--- config.mk ---
export PLATFORM = sky130hd
export DESIGN_NAME = nat_table_with_aging_unit
export DESIGN_NICKNAME = d
export VERILOG_FILES = /design/src/design/nattab_pkg.sv /design/src/design/nattab_ram.sv /design/src/design/nat_table_with_aging_unit.sv
export SDC_FILE = /design/constraint.sdc
export NUM_CORES = 2
export LEC_CHECK = 0
export BUFFER_PORTS_ARGS = -buffer_cell sky130_fd_sc_hd__buf_4
export CAP_MARGIN = 0
export CORE_UTILIZATION = 45
export CTS_CLUSTER_DIAMETER = 150
export DETAILED_ROUTE_END_ITERATION = 10
export PLACE_DENSITY = 0.71
export SLEW_MARGIN = 15
export SYNTH_ARGS = -nofsm -noshare
export SYNTH_HDL_FRONTEND = slang
export SYNTH_SLANG_ARGS = --single-unit
--- constraint.sdc ---
create_clock -name i_clk -period 6.8 [get_ports i_clk]
set_input_delay 0.34 -clock i_clk [delete_from_list [all_inputs] [get_ports i_clk]]
set_output_delay 0.34 -clock i_clk [all_outputs]
set_load 0.02 [all_outputs]
--- src/design/nattab_pkg.sv ---
// nattab_pkg: shared types and codes for the nat table with aging
// used by nat_table_with_aging_unit; no dependencies
`timescale 1ns / 1ps

package nattab_pkg;

    // operation selector carried in the input tuser
    typedef enum logic [1:0] {
        FUNC_LOOKUP = 2'd0,
        FUNC_INSERT = 2'd1,
        FUNC_TICK   = 2'd2,
        FUNC_CLEAR  = 2'd3
    } t_func;

    // result status codes
    localparam int STATUS_W = 3;
    typedef logic [STATUS_W-1:0] t_status;
    localparam t_status STATUS_DONE     = 3'd0;
    localparam t_status STATUS_NEW      = 3'd1;
    localparam t_status STATUS_REFRESH  = 3'd2;
    localparam t_status STATUS_MISMATCH = 3'd3;
    localparam t_status STATUS_FULL     = 3'd4;

    // field widths
    localparam int KEY_W  = 16;
    localparam int ADDR_W = 32;
    localparam int AGE_W  = 8;

    // packed entry word in the data memory: key, inner, outer from the lowest bit
    localparam int ENTRY_W = KEY_W + 2 * ADDR_W;

    localparam logic [AGE_W-1:0] TIMEOUT_RESET = 8'd30;

    // sequencer states
    typedef enum logic [1:0] {
        ST_IDLE,
        ST_SCAN,
        ST_FIN,
        ST_DONE
    } t_state;

endpackage

--- src/design/nattab_ram.sv ---
// nattab_ram: generic simple dual port ram, one write and one registered read port
// no dependencies
`timescale 1ns / 1ps

module nattab_ram #(
    parameter int WIDTH = 8,
    parameter int DEPTH = 16
) (
    input  logic                                 i_clk,
    input  logic                                 i_we,
    input  logic [(DEPTH > 1 ? $clog2(DEPTH) : 1)-1:0] i_waddr,
    input  logic [WIDTH-1:0]                     i_wdata,
    input  logic                                 i_re,
    input  logic [(DEPTH > 1 ? $clog2(DEPTH) : 1)-1:0] i_raddr,
    output logic [WIDTH-1:0]                     o_rdata
);

    logic [WIDTH-1:0] r_mem [DEPTH];
    logic [WIDTH-1:0] r_rdata;

    // write port
    always_ff @(posedge i_clk) begin
        if (i_we) begin
            r_mem[i_waddr] <= i_wdata;
        end
    end

    // registered read port
    always_ff @(posedge i_clk) begin
        if (i_re) begin
            r_rdata <= r_mem[i_raddr];
        end
    end

    assign o_rdata = r_rdata;

endmodule

--- src/design/nat_table_with_aging_unit.sv ---
// nat_table_with_aging_unit: nat translation table with aging timeout, top level
// depends on nattab_pkg and nattab_ram
`timescale 1ns / 1ps

// Usage
// - s_axis carries one command word: tuser is the operation (lookup, insert,
//   tick, clear), tdata the key and the internal and external addresses
// - m_axis returns one result word per command: hit flag, both addresses
//   of the hit entry and a status code
// - i_cfg_valid/i_cfg_data write the timeout in ticks; always ready, write
//   it only while no command is in flight
// - lookup, insert and tick scan every slot through the entry and age
//   memories, one read per cycle, before the finish and done states;
//   clear skips the scan and goes straight to finish
// - the next command is accepted in the cycle after the result is loaded
//   into the output register, so a new command is not taken while one is
//   in flight; the scan through the single read port sets its length
// - a stalled receiver holds the result in the output register; a finished
//   command waits in its last state until the register is free
// - synchronous active-low reset empties the table through per-slot valid
//   flops and loads the timeout with 30; no clearing pass is needed
module nat_table_with_aging_unit #(
    parameter int TABLE_ENTRIES = 16
) (
    input  logic        i_clk,
    input  logic        i_rst_n,
    // command stream
    input  logic        s_axis_tvalid,
    output logic        s_axis_tready,
    input  logic [79:0] s_axis_tdata,   // key_id[15:0], inner_addr[47:16], outer_addr[79:48]
    input  logic [1:0]  s_axis_tuser,   // func[1:0]
    // result stream
    output logic        m_axis_tvalid,
    input  logic        m_axis_tready,
    output logic [71:0] m_axis_tdata,   // found[0], found_inner_addr[32:1],
                                        // found_outer_addr[64:33], status[67:65], zero
    // timeout register write
    input  logic        i_cfg_valid,
    output logic        o_cfg_ready,
    input  logic [7:0]  i_cfg_data
);

    localparam int IDX_W = (TABLE_ENTRIES > 1) ? $clog2(TABLE_ENTRIES) : 1;
    localparam logic [IDX_W-1:0] LAST_IDX = IDX_W'(TABLE_ENTRIES - 1);
    localparam int KW = nattab_pkg::KEY_W;
    localparam int AW = nattab_pkg::ADDR_W;
    localparam int GW = nattab_pkg::AGE_W;

    nattab_pkg::t_state r_state, n_state;

    // latched command
    nattab_pkg::t_func  r_func;
    logic [KW-1:0]      r_key;
    logic [AW-1:0]      r_in_ip;
    logic [AW-1:0]      r_ex_ip;

    logic [GW-1:0]      r_timeout;
    logic [TABLE_ENTRIES-1:0] r_valid;

    // scan pipeline
    logic               r_rd_active;
    logic [IDX_W-1:0]   r_rd_idx;
    logic               r_chk_vld;
    logic [IDX_W-1:0]   r_chk_idx;

    // scan results
    logic               r_hit;
    logic [IDX_W-1:0]   r_hit_idx;
    logic [AW-1:0]      r_hit_in;
    logic [AW-1:0]      r_hit_ex;
    logic               r_mism;
    logic               r_free_ok;
    logic [IDX_W-1:0]   r_free_idx;

    // finished result and output register
    logic               r_res_found;
    logic [AW-1:0]      r_res_in;
    logic [AW-1:0]      r_res_ex;
    nattab_pkg::t_status r_res_status;
    logic               r_out_vld;
    logic               r_out_found;
    logic [AW-1:0]      r_out_in;
    logic [AW-1:0]      r_out_ex;
    nattab_pkg::t_status r_out_status;

    // memory ports
    logic [nattab_pkg::ENTRY_W-1:0] w_ent_rdata;
    logic [nattab_pkg::ENTRY_W-1:0] w_ent_wdata;
    logic               w_ent_we;
    logic [GW-1:0]      w_age_rdata;
    logic [GW-1:0]      w_age_wdata;
    logic               w_age_we;
    logic [IDX_W-1:0]   w_age_waddr;

    logic               w_in_acc;
    logic               w_out_free;
    logic [KW-1:0]      w_rd_key;
    logic [AW-1:0]      w_rd_in;
    logic [AW-1:0]      w_rd_ex;
    logic               w_slot_vld;
    logic [GW:0]        w_new_age;
    logic               w_expire;
    logic               w_ins_new;
    logic [IDX_W-1:0]   w_wr_idx;

    assign w_in_acc   = s_axis_tvalid && s_axis_tready;
    assign w_out_free = !r_out_vld || m_axis_tready;
    assign o_cfg_ready = 1'b1;

    // fields of the entry read back in the check stage
    assign w_rd_key   = w_ent_rdata[KW-1:0];
    assign w_rd_in    = w_ent_rdata[KW+AW-1:KW];
    assign w_rd_ex    = w_ent_rdata[KW+2*AW-1:KW+AW];
    assign w_slot_vld = r_valid[r_chk_idx];
    assign w_new_age  = {1'b0, w_age_rdata} + {{GW{1'b0}}, 1'b1};
    assign w_expire   = w_new_age > {1'b0, r_timeout};

    // insert of a new entry goes to the lowest free slot found in the scan
    assign w_ins_new  = (r_state == nattab_pkg::ST_FIN) && (r_func == nattab_pkg::FUNC_INSERT)
                        && !r_hit && r_free_ok;
    assign w_wr_idx   = r_hit ? r_hit_idx : r_free_idx;

    // memory write selection: tick ages in the check stage, insert writes at finish
    always_comb begin
        w_ent_we    = w_ins_new;
        w_ent_wdata = {r_ex_ip, r_in_ip, r_key};
        w_age_we    = 1'b0;
        w_age_waddr = r_chk_idx;
        w_age_wdata = w_new_age[GW-1:0];
        if (r_state == nattab_pkg::ST_SCAN) begin
            w_age_we = r_chk_vld && (r_func == nattab_pkg::FUNC_TICK) && w_slot_vld && !w_expire;
        end else if (r_state == nattab_pkg::ST_FIN) begin
            w_age_we    = (r_func == nattab_pkg::FUNC_INSERT) && (r_hit || r_free_ok);
            w_age_waddr = w_wr_idx;
            w_age_wdata = '0;
        end
    end

    nattab_ram #(
        .WIDTH (nattab_pkg::ENTRY_W),
        .DEPTH (TABLE_ENTRIES)
    ) u_entry_ram (
        .i_clk   (i_clk),
        .i_we    (w_ent_we),
        .i_waddr (w_wr_idx),
        .i_wdata (w_ent_wdata),
        .i_re    (r_rd_active),
        .i_raddr (r_rd_idx),
        .o_rdata (w_ent_rdata)
    );

    nattab_ram #(
        .WIDTH (GW),
        .DEPTH (TABLE_ENTRIES)
    ) u_age_ram (
        .i_clk   (i_clk),
        .i_we    (w_age_we),
        .i_waddr (w_age_waddr),
        .i_wdata (w_age_wdata),
        .i_re    (r_rd_active),
        .i_raddr (r_rd_idx),
        .o_rdata (w_age_rdata)
    );

    // state register
    always_ff @(posedge i_clk) begin
        if (!i_rst_n) begin
            r_state <= nattab_pkg::ST_IDLE;
        end else begin
            r_state <= n_state;
        end
    end

    // next state and handshake
    always_comb begin
        n_state       = r_state;
        s_axis_tready = 1'b0;
        unique case (r_state)
            nattab_pkg::ST_IDLE: begin
                s_axis_tready = 1'b1;
                if (s_axis_tvalid) begin
                    if (nattab_pkg::t_func'(s_axis_tuser) == nattab_pkg::FUNC_CLEAR) begin
                        n_state = nattab_pkg::ST_FIN;
                    end else begin
                        n_state = nattab_pkg::ST_SCAN;
                    end
                end
            end
            nattab_pkg::ST_SCAN: begin
                if (r_chk_vld && r_chk_idx == LAST_IDX) begin
                    n_state = nattab_pkg::ST_FIN;
                end
            end
            nattab_pkg::ST_FIN: begin
                n_state = nattab_pkg::ST_DONE;
            end
            nattab_pkg::ST_DONE: begin
                if (w_out_free) begin
                    n_state = nattab_pkg::ST_IDLE;
                end
            end
            default: begin
                n_state = nattab_pkg::ST_IDLE;
            end
        endcase
    end

    // timeout register
    always_ff @(posedge i_clk) begin
        if (!i_rst_n) begin
            r_timeout <= nattab_pkg::TIMEOUT_RESET;
        end else if (i_cfg_valid && o_cfg_ready) begin
            r_timeout <= i_cfg_data;
        end
    end

    // command latch
    always_ff @(posedge i_clk) begin
        if (w_in_acc) begin
            r_func  <= nattab_pkg::t_func'(s_axis_tuser);
            r_key   <= s_axis_tdata[KW-1:0];
            r_in_ip <= s_axis_tdata[KW+AW-1:KW];
            r_ex_ip <= s_axis_tdata[KW+2*AW-1:KW+AW];
        end
    end

    // read sequencer: one slot address per cycle
    always_ff @(posedge i_clk) begin
        if (!i_rst_n) begin
            r_rd_active <= 1'b0;
            r_rd_idx    <= '0;
            r_chk_vld   <= 1'b0;
            r_chk_idx   <= '0;
        end else begin
            r_chk_vld <= r_rd_active;
            r_chk_idx <= r_rd_idx;
            if (w_in_acc) begin
                r_rd_active <= nattab_pkg::t_func'(s_axis_tuser) != nattab_pkg::FUNC_CLEAR;
                r_rd_idx    <= '0;
            end else if (r_rd_active) begin
                if (r_rd_idx == LAST_IDX) begin
                    r_rd_active <= 1'b0;
                end else begin
                    r_rd_idx <= r_rd_idx + 1'b1;
                end
            end
        end
    end

    // check stage: key match, first free slot, aging
    always_ff @(posedge i_clk) begin
        if (w_in_acc) begin
            r_hit     <= 1'b0;
            r_mism    <= 1'b0;
            r_free_ok <= 1'b0;
        end else if (r_chk_vld) begin
            if (w_slot_vld && w_rd_key == r_key && !r_hit) begin
                r_hit     <= 1'b1;
                r_hit_idx <= r_chk_idx;
                r_hit_in  <= w_rd_in;
                r_hit_ex  <= w_rd_ex;
                r_mism    <= (w_rd_in != r_in_ip) || (w_rd_ex != r_ex_ip);
            end
            if (!w_slot_vld && !r_free_ok) begin
                r_free_ok  <= 1'b1;
                r_free_idx <= r_chk_idx;
            end
        end
    end

    // valid bits: tick expiry, new insert, clear
    always_ff @(posedge i_clk) begin
        if (!i_rst_n) begin
            r_valid <= '0;
        end else if (r_state == nattab_pkg::ST_SCAN) begin
            if (r_chk_vld && r_func == nattab_pkg::FUNC_TICK && w_slot_vld && w_expire) begin
                r_valid[r_chk_idx] <= 1'b0;
            end
        end else if (r_state == nattab_pkg::ST_FIN) begin
            if (r_func == nattab_pkg::FUNC_CLEAR) begin
                r_valid <= '0;
            end else if (w_ins_new) begin
                r_valid[r_free_idx] <= 1'b1;
            end
        end
    end

    // result forming at finish
    always_ff @(posedge i_clk) begin
        if (r_state == nattab_pkg::ST_FIN) begin
            r_res_found  <= 1'b0;
            r_res_in     <= '0;
            r_res_ex     <= '0;
            r_res_status <= nattab_pkg::STATUS_DONE;
            case (r_func)
                nattab_pkg::FUNC_LOOKUP: begin
                    if (r_hit) begin
                        r_res_found <= 1'b1;
                        r_res_in    <= r_hit_in;
                        r_res_ex    <= r_hit_ex;
                    end
                end
                nattab_pkg::FUNC_INSERT: begin
                    if (r_hit) begin
                        r_res_status <= r_mism ? nattab_pkg::STATUS_MISMATCH
                                               : nattab_pkg::STATUS_REFRESH;
                    end else if (r_free_ok) begin
                        r_res_status <= nattab_pkg::STATUS_NEW;
                    end else begin
                        r_res_status <= nattab_pkg::STATUS_FULL;
                    end
                end
                default: begin
                    r_res_status <= nattab_pkg::STATUS_DONE;
                end
            endcase
        end
    end

    // output register
    always_ff @(posedge i_clk) begin
        if (!i_rst_n) begin
            r_out_vld <= 1'b0;
        end else if (r_state == nattab_pkg::ST_DONE && w_out_free) begin
            r_out_vld <= 1'b1;
        end else if (m_axis_tready) begin
            r_out_vld <= 1'b0;
        end
    end

    always_ff @(posedge i_clk) begin
        if (r_state == nattab_pkg::ST_DONE && w_out_free) begin
            r_out_found  <= r_res_found;
            r_out_in     <= r_res_in;
            r_out_ex     <= r_res_ex;
            r_out_status <= r_res_status;
        end
    end

    assign m_axis_tvalid = r_out_vld;
    assign m_axis_tdata  = {4'b0000, r_out_status, r_out_ex, r_out_in, r_out_found};

endmodule

# --- Word level (Yosys, flattened, before mapping) ---
# Memories as Yosys holds them, arrays and structs flattened. A register that Yosys moved wholly into a read port is not among the register bits.
# Index checks and enable logic that the tools add are counted.
totals:
  mem_bits_rw: 1408
  romBits: 0
  latch_bits: 0
  reg_bits: 330
  n_memories: 2
op_classes:
  muxes: 37
  div: 0
  addsub: 2
  magnitude_cmp: 5
  n_shift: 0
  reduce_logical: 38
  bitwise: 6
  multipliers: 0
  eq_ne: 17
memory_table:
  columns: ["name", "depth", "word_bits", "read_ports", "rd_clocked_by_memory_dff", "write_ports", "line", "rtl"]
  rows:
  - ["u_entry_ram.r_mem", 16, 80, 1, 1, 1, "nattab_ram.sv:18", "logic [WIDTH-1:0] r_mem [DEPTH];"]
  - ["u_age_ram.r_mem", 16, 8, 1, 1, 1, "nattab_ram.sv:18", null]
ops:
  columns: ["cell", "count"]
  rows:
  - ["$mux W16", 5]
  - ["$ne A32 B32 Y1", 2]
  - ["$mux W1", 17]
  - ["$and A16 B16 Y16", 1]
  - ["$eq A16 B16 Y1", 1]
  - ["$logic_and A1 B1 Y1", 16]
  - ["$mux W8", 2]
  - ["$not A16 Y16", 1]
  - ["$or A16 B16 Y16", 1]
  - ["$mux W4", 3]
  - ["$reduce_and A3 Y1", 4]
  - ["$eq A2 B2 Y1 const B", 5]
  - ["$lt A4 B5 Y1 const B", 2]
  - ["$add A8 B1 Y9 const B", 1]
  - ["$gt A9 B8 Y1", 1]
  - ["$demux W1 S4", 2]
  - ["$eq A4 B4 Y1 const B", 2]
  - ["$ge A4 B1 Y1 const B", 2]
  - ["$mux W2", 4]
  - ["$ne A2 B2 Y1 const B", 4]
  - ["$pmux W2 S4", 1]
  - ["$reduce_and A2 Y1", 4]
  - ["$mux W3", 2]
  - ["$logic_not A1 Y1", 5]
  - ["other kinds (10)", 17]

# --- Longest topological paths before layout ---
depth:
  depth_word: 9
  mapped_depth: 13
  ltp_nobuf: 12

# --- Cells and area by module ---
# A second synthesis with hierarchy kept.
hier_totals:
  hier_cells: 3055
  hier_area_um2: 68047.8
modules_own_cells:
  columns: ["module", "n_inst", "seq_area_each_um2", "cells_per_inst", "area_each_um2"]
  rows:
  - ["nattab_ram at u_entry_ram", 1, 40839.2, 2054, 50223.2]
  - ["nat_table_with_aging_unit", 1, 9509.1, 772, 12597.1]
  - ["nattab_ram at u_age_ram", 1, 4083.9, 229, 5227.5]

# --- Worst setup path after synthesis ---
# No wires, ideal clock.
synth_timing:
  kind: "flip-flop to flip-flop"
  start: "register r_state[0]"
  end: "memory u_entry_ram.r_mem[10][0] (netlist name), enable pin"
  arrival_ps: 6224
  stages_incl_launch_ff: 6
  setup_ps: 519
  setup_slack_ps: 56
  period_less_slack_ps: 6744
  path_cell_list: "dfxtp_1 inv_1 ha_1 nand3_1 or3_1 nor2_1"
synth_between:
  elab_chain_len: 6
synth_rtl:
  columns: ["element", "line", "rtl"]
  rows:
  - ["start: declaration", "nat_table_with_aging_unit.sv:49", "nattab_pkg::t_state r_state, n_state;"]
  - ["start signal: assignment", "nat_table_with_aging_unit.sv:168", "r_state <= nattab_pkg::ST_IDLE;"]
  - ["start signal: assignment", "nat_table_with_aging_unit.sv:170", "r_state <= n_state;"]
  - ["$eq A2 B2 Y1", "nat_table_with_aging_unit.sv:119", "assign w_ins_new = (r_state == nattab_pkg::ST_FIN) && (r_func == nattab_pkg::FUNC_INSERT)"]
  - ["$logic_and A1 B1 Y1", "nat_table_with_aging_unit.sv:119", null]
  - ["$logic_and A1 B1 Y1 (2 in a row)", "nat_table_with_aging_unit.sv:120", "&& !r_hit && r_free_ok;"]
  - ["$mux W1", "nattab_ram.sv:23", "if (i_we) begin"]
  - ["$mux W1 (not written as such)", "nattab_ram.sv:24", "r_mem[i_waddr] <= i_wdata;"]
  - ["end: declaration", "nattab_ram.sv:18", null]
# No other way between the ends.

# --- Final worst setup path ---
layout_timing:
  start: "register r_hit"
  end: "memory u_entry_ram.r_mem[5][30] (netlist name), enable pin"
layout_between:
  elab_chain_len: 5
  word_cells_on_any_way: 6
  classes_between: "mux (3); reduce/logical (3)"
layout_rtl:
  columns: ["element", "line", "rtl"]
  rows:
  - ["start: declaration", "nat_table_with_aging_unit.sv:67", "logic r_hit;"]
  - ["start signal: assignment", "nat_table_with_aging_unit.sv:253", "r_hit <= 1'b0;"]
  - ["start signal: assignment", "nat_table_with_aging_unit.sv:258", "r_hit <= 1'b1;"]
  - ["$logic_not A1 Y1", "nat_table_with_aging_unit.sv:120", null]
  - ["$logic_and A1 B1 Y1 (2 in a row)", "nat_table_with_aging_unit.sv:120", null]
  - ["$mux W1", "nattab_ram.sv:23", null]
  - ["$mux W1 (not written as such)", "nattab_ram.sv:24", null]
# Parallel ways exist; a longest one is shown, timed or not.

==> flow_summary.yaml <==
placed_design:
  dp_hpwl_um: 83800
  place.gp.congestion: 0.776
  place_area_um2: 72100
  port_buffers: 164
layout:
  fin_area_um2: 78800
  drive_gt1_share_pct: 27.1
  area_growth_pct: 15.5
  num-nets-final: 3383
  final_cell_mix: "edfxtp_1, mux4_2, buf_4"
  fillers: 11200
  layout_commonest_cell: "edfxtp_1"
  fin_util_pct: 52.5
pwr:
  combPwrFrac_pct: 7.5
  ir_worst_vdd_uv: 253
  clkPwrFrac_pct: 37.5
  p_leak_nw: 24.1
  switching_power_mw: 5.93
  switching_share_pct: 23.5
  p_per_area_nw_per_um2: 320
  internal-power_mw: 19.3
  seq_power_share_pct: 55.0
timing:
  tns_ns: 0
  worst_slew_pin_slew_ns: 1.14
  rsz0062_at_grt: "no"
  finalClockSkew_ns: 0.0572
  maxSlewViolCount: 0
  finalHoldViolations: 0
  fin_crit_sh_pct: 57.8
  max_freq_mhz: 254
  relSlewSlack_pct: 23.0
  finalSetupViolCount: 0
  period_minus_slack_ns: 3.93
critical_path:
  crit_family: "buffers and inverters"
  cp.arrival_ns: 4.34
  r2r_cells: 5
  crit_type: "reg -> reg"
  worstPathMaxFanout: 42
  crit_top_cell: "buf_4"
  r2r_end: "u_entry_ram.r_mem[5][30]"
  cp-start-kind: "flop"
  reg2reg_slack_ns: 2.87
  cp.required_ns: 7.21
  reg2reg_from: "r_hit"
  cp-endpoint: "u_entry_ram.r_mem[5][30]"
  critPathLaunch: "r_hit"
  slowest_delay_ns: 0.76
  crit_slowest_cell: "dfxtp_1"
  cp.depth: 5
  crit_path_end_kind: "flop"
  crit_chain: "mux2i_1 -> nand3_1 -> nor2_4 -> buf_4 -> buf_4"
  cp_num_buf_inv: 2
cts:
  cts_resized: 0
  cts_inserted_buffers: 178
  clock_tree.buffer_depth: 3
  htree_levels: 4
  clockRootBuffer: "clkbuf_16"
  cts_tree: "yes"
  clock_sinks: 1826
  cts_setup_buffers: 0
  clk_latency_ns: 0.82
  clk_pin_slew_worst_paths_ns: 0.06
logic_synthesis:
  synthCells: 2895
  synth_cell_type_count: 56
  ys_ff_latch: 1826
  synth_edf_count: 1786
  synth-main-ff-cell: "edfxtp_1"
  yosysWarningCount: 0
  syn_avg_cell_area_um2: 23.6
  seq_area_frac_synth_pct: 79.8
  async_reset_ff_share_pct: 0
  synthesis.area_um2: 68200
floorplan:
  io_pins: 170
  core_um2: 150000
  die_w_um: 391
  dieArea_um2: 153000
  fp.dieH_um: 391
  start_util_pct: 45.4
  rows: 142
routing:
  ant_nets: 0
  drt_pass1_iterations: 6
  drt-vias-per-instance: 5.78
  wl_per_cell_um: 27.9
  drcViolationCount: 0
  vias: 31400
  first_iter_violations: 3849
  wl_um: 152000
global_route:
  grt_max_degree: 150
  grt_usage_pct: 20.0
  antenna_found_initial: 4
  grt-ovfl-total: 0
  grt_pass1_vias: 31600
  grt_pass1_wl_um: 220000
hold_path:
  hold_path_class: "in -> reg"
outcome:
  outcome: "completed"
flow_run:
  cap_viol_max_count: 0
==> what timing repair did <==
item	4_1_cts	5_1_grt
setup endpoints to repair	0	0
hold buffers	108	0
hold endpoints to repair	116	0
==> registers in the layout, indices dropped and copies added, names as in the netlist, 4 cells and up <==
signal,cells
r_ex_ip,32
u_entry_ram.r_mem,1280
u_entry_ram.o_rdata,80
r_valid,16
r_hit_in,32
r_hit_ex,32
r_free_idx,4
r_res_ex,32
r_res_in,32
r_in_ip,32
u_age_ram.o_rdata,8
r_key,16
r_hit_idx,4
u_age_ram.r_mem,128
r_chk_idx,4
r_timeout,8
r_rd_idx,4
r_out_in,32
r_out_ex,32
==> metrics by stage <==
stage	instances	setup slack (ns)	power (mW)	hold slack [ns]
after floorplan	2898	0.0564	15.0	0.400
after detailed placement	5002	2.93	16.0	0.405
after global placement	5001	2.84	15.9	0.403
final	5434	2.87	25.2	0.118
after CTS	5431	2.89	25.4	0.0713
after global routing	5432	2.71	26.0	0.153
==> worst reg2reg max path, stage by stage (launching register included) <==
cell and delay (ns):
dfxtp_1 0.76, mux2i_1 0.62, nand3_1 0.47, nor2_4 0.18, buf_4 0.63, buf_4 0.78
==> synthesized netlist by cell type, types with 8 or more instances <==
cell type	number	area share, %
edfxtp_1	1786	79
mux4_2	440	15
and2_1	80	0.73
xnor2_1	76	0.98
clkbuf_1	69	0.38
nor2_1	57	0.31
dfxtp_1	40	1.2
buf_2	37	0.27
nand2_1	34	0.19
inv_1	22	0.12
nand4_1	22	0.20
a21oi_1	20	0.15
mux2i_1	19	0.28
nor2b_1	19	0.17
buf_1	16	0.088
ha_1	14	0.26
xor2_1	13	0.17
nand3_1	12	0.088
nor4_1	10	0.092
and3_1	9	0.083
o21ai_0	8	0.059
o221ai_1	8	0.10
==> worst min path at each step <==
| stage | start | end | slack (ns) | depth (start not counted) |
|---|---|---|---|---|
| floorplan | r_res_ex[0] | r_out_ex[0] | 0.40 | 0 |
| global placement | r_res_ex[4] | r_out_ex[4] | 0.40 | 0 |
| detailed placement | r_res_ex[17] | r_out_ex[17] | 0.40 | 0 |
| CTS | s_axis_tvalid | r_state[1] | 0.07 | 5 |
| global route | s_axis_tvalid | r_free_ok | 0.15 | 3 |
| finish | s_axis_tvalid | r_state[1] | 0.12 | 5 |
==> logic make-up (layout without fill, tap and decap cells) <==
| group | after synthesis | after routing | share of synthesized area, % |
|---|---|---|---|
| DFF | 1826 | 1826 | 79.8 |
| muxes | 459 | 459 | 14.8 |
| and+or+nand+nor | 261 | 261 | 2.06 |
| buffers and inverters | 153 | 670 | 0.970 |
| AOI/OAI and AO/OA | 91 | 91 | 0.967 |
| xor gates and xnor gates | 89 | 89 | 1.14 |
| adders and majority gates | 14 | 14 | 0.257 |
| other | 2 | 8 | 0.0110 |
==> power groups by stage <==
stage	logic (mW)	registers [mW]	clock network [mW]
global route	2.01	13.9	10.0
global placement	1.84	14.1	0
CTS	1.91	13.9	9.62
finish	1.88	13.9	9.46
floorplan	1.18	13.8	0
detailed placement	1.85	14.1	0
==> metal layers <==
layer	global-route usage (%)	part of all wire (%)
met3	2.90	7.4
met4	4.93	1.7
met1	29.1	42
met5	0	0.0086
met2	32.0	49
==> cell type report <==
type / count / area [um2] / share of cell area [%]
Tap cell: 2016 / 2520 / 3.20
Antenna cell: 3 / 7.51 / 0.00953
Clock inverter: 91 / 930 / 1.18
Timing Repair Buffer: 326 / 2830 / 3.59
Sequential cell: 1826 / 54500 / 69.1
Inverter: 23 / 88.8 / 0.113
Clock buffer: 230 / 4670 / 5.93
Multi-Input combinational cell: 919 / 13300 / 16.9
Note: power is estimated with default switching activity, not from simulation.
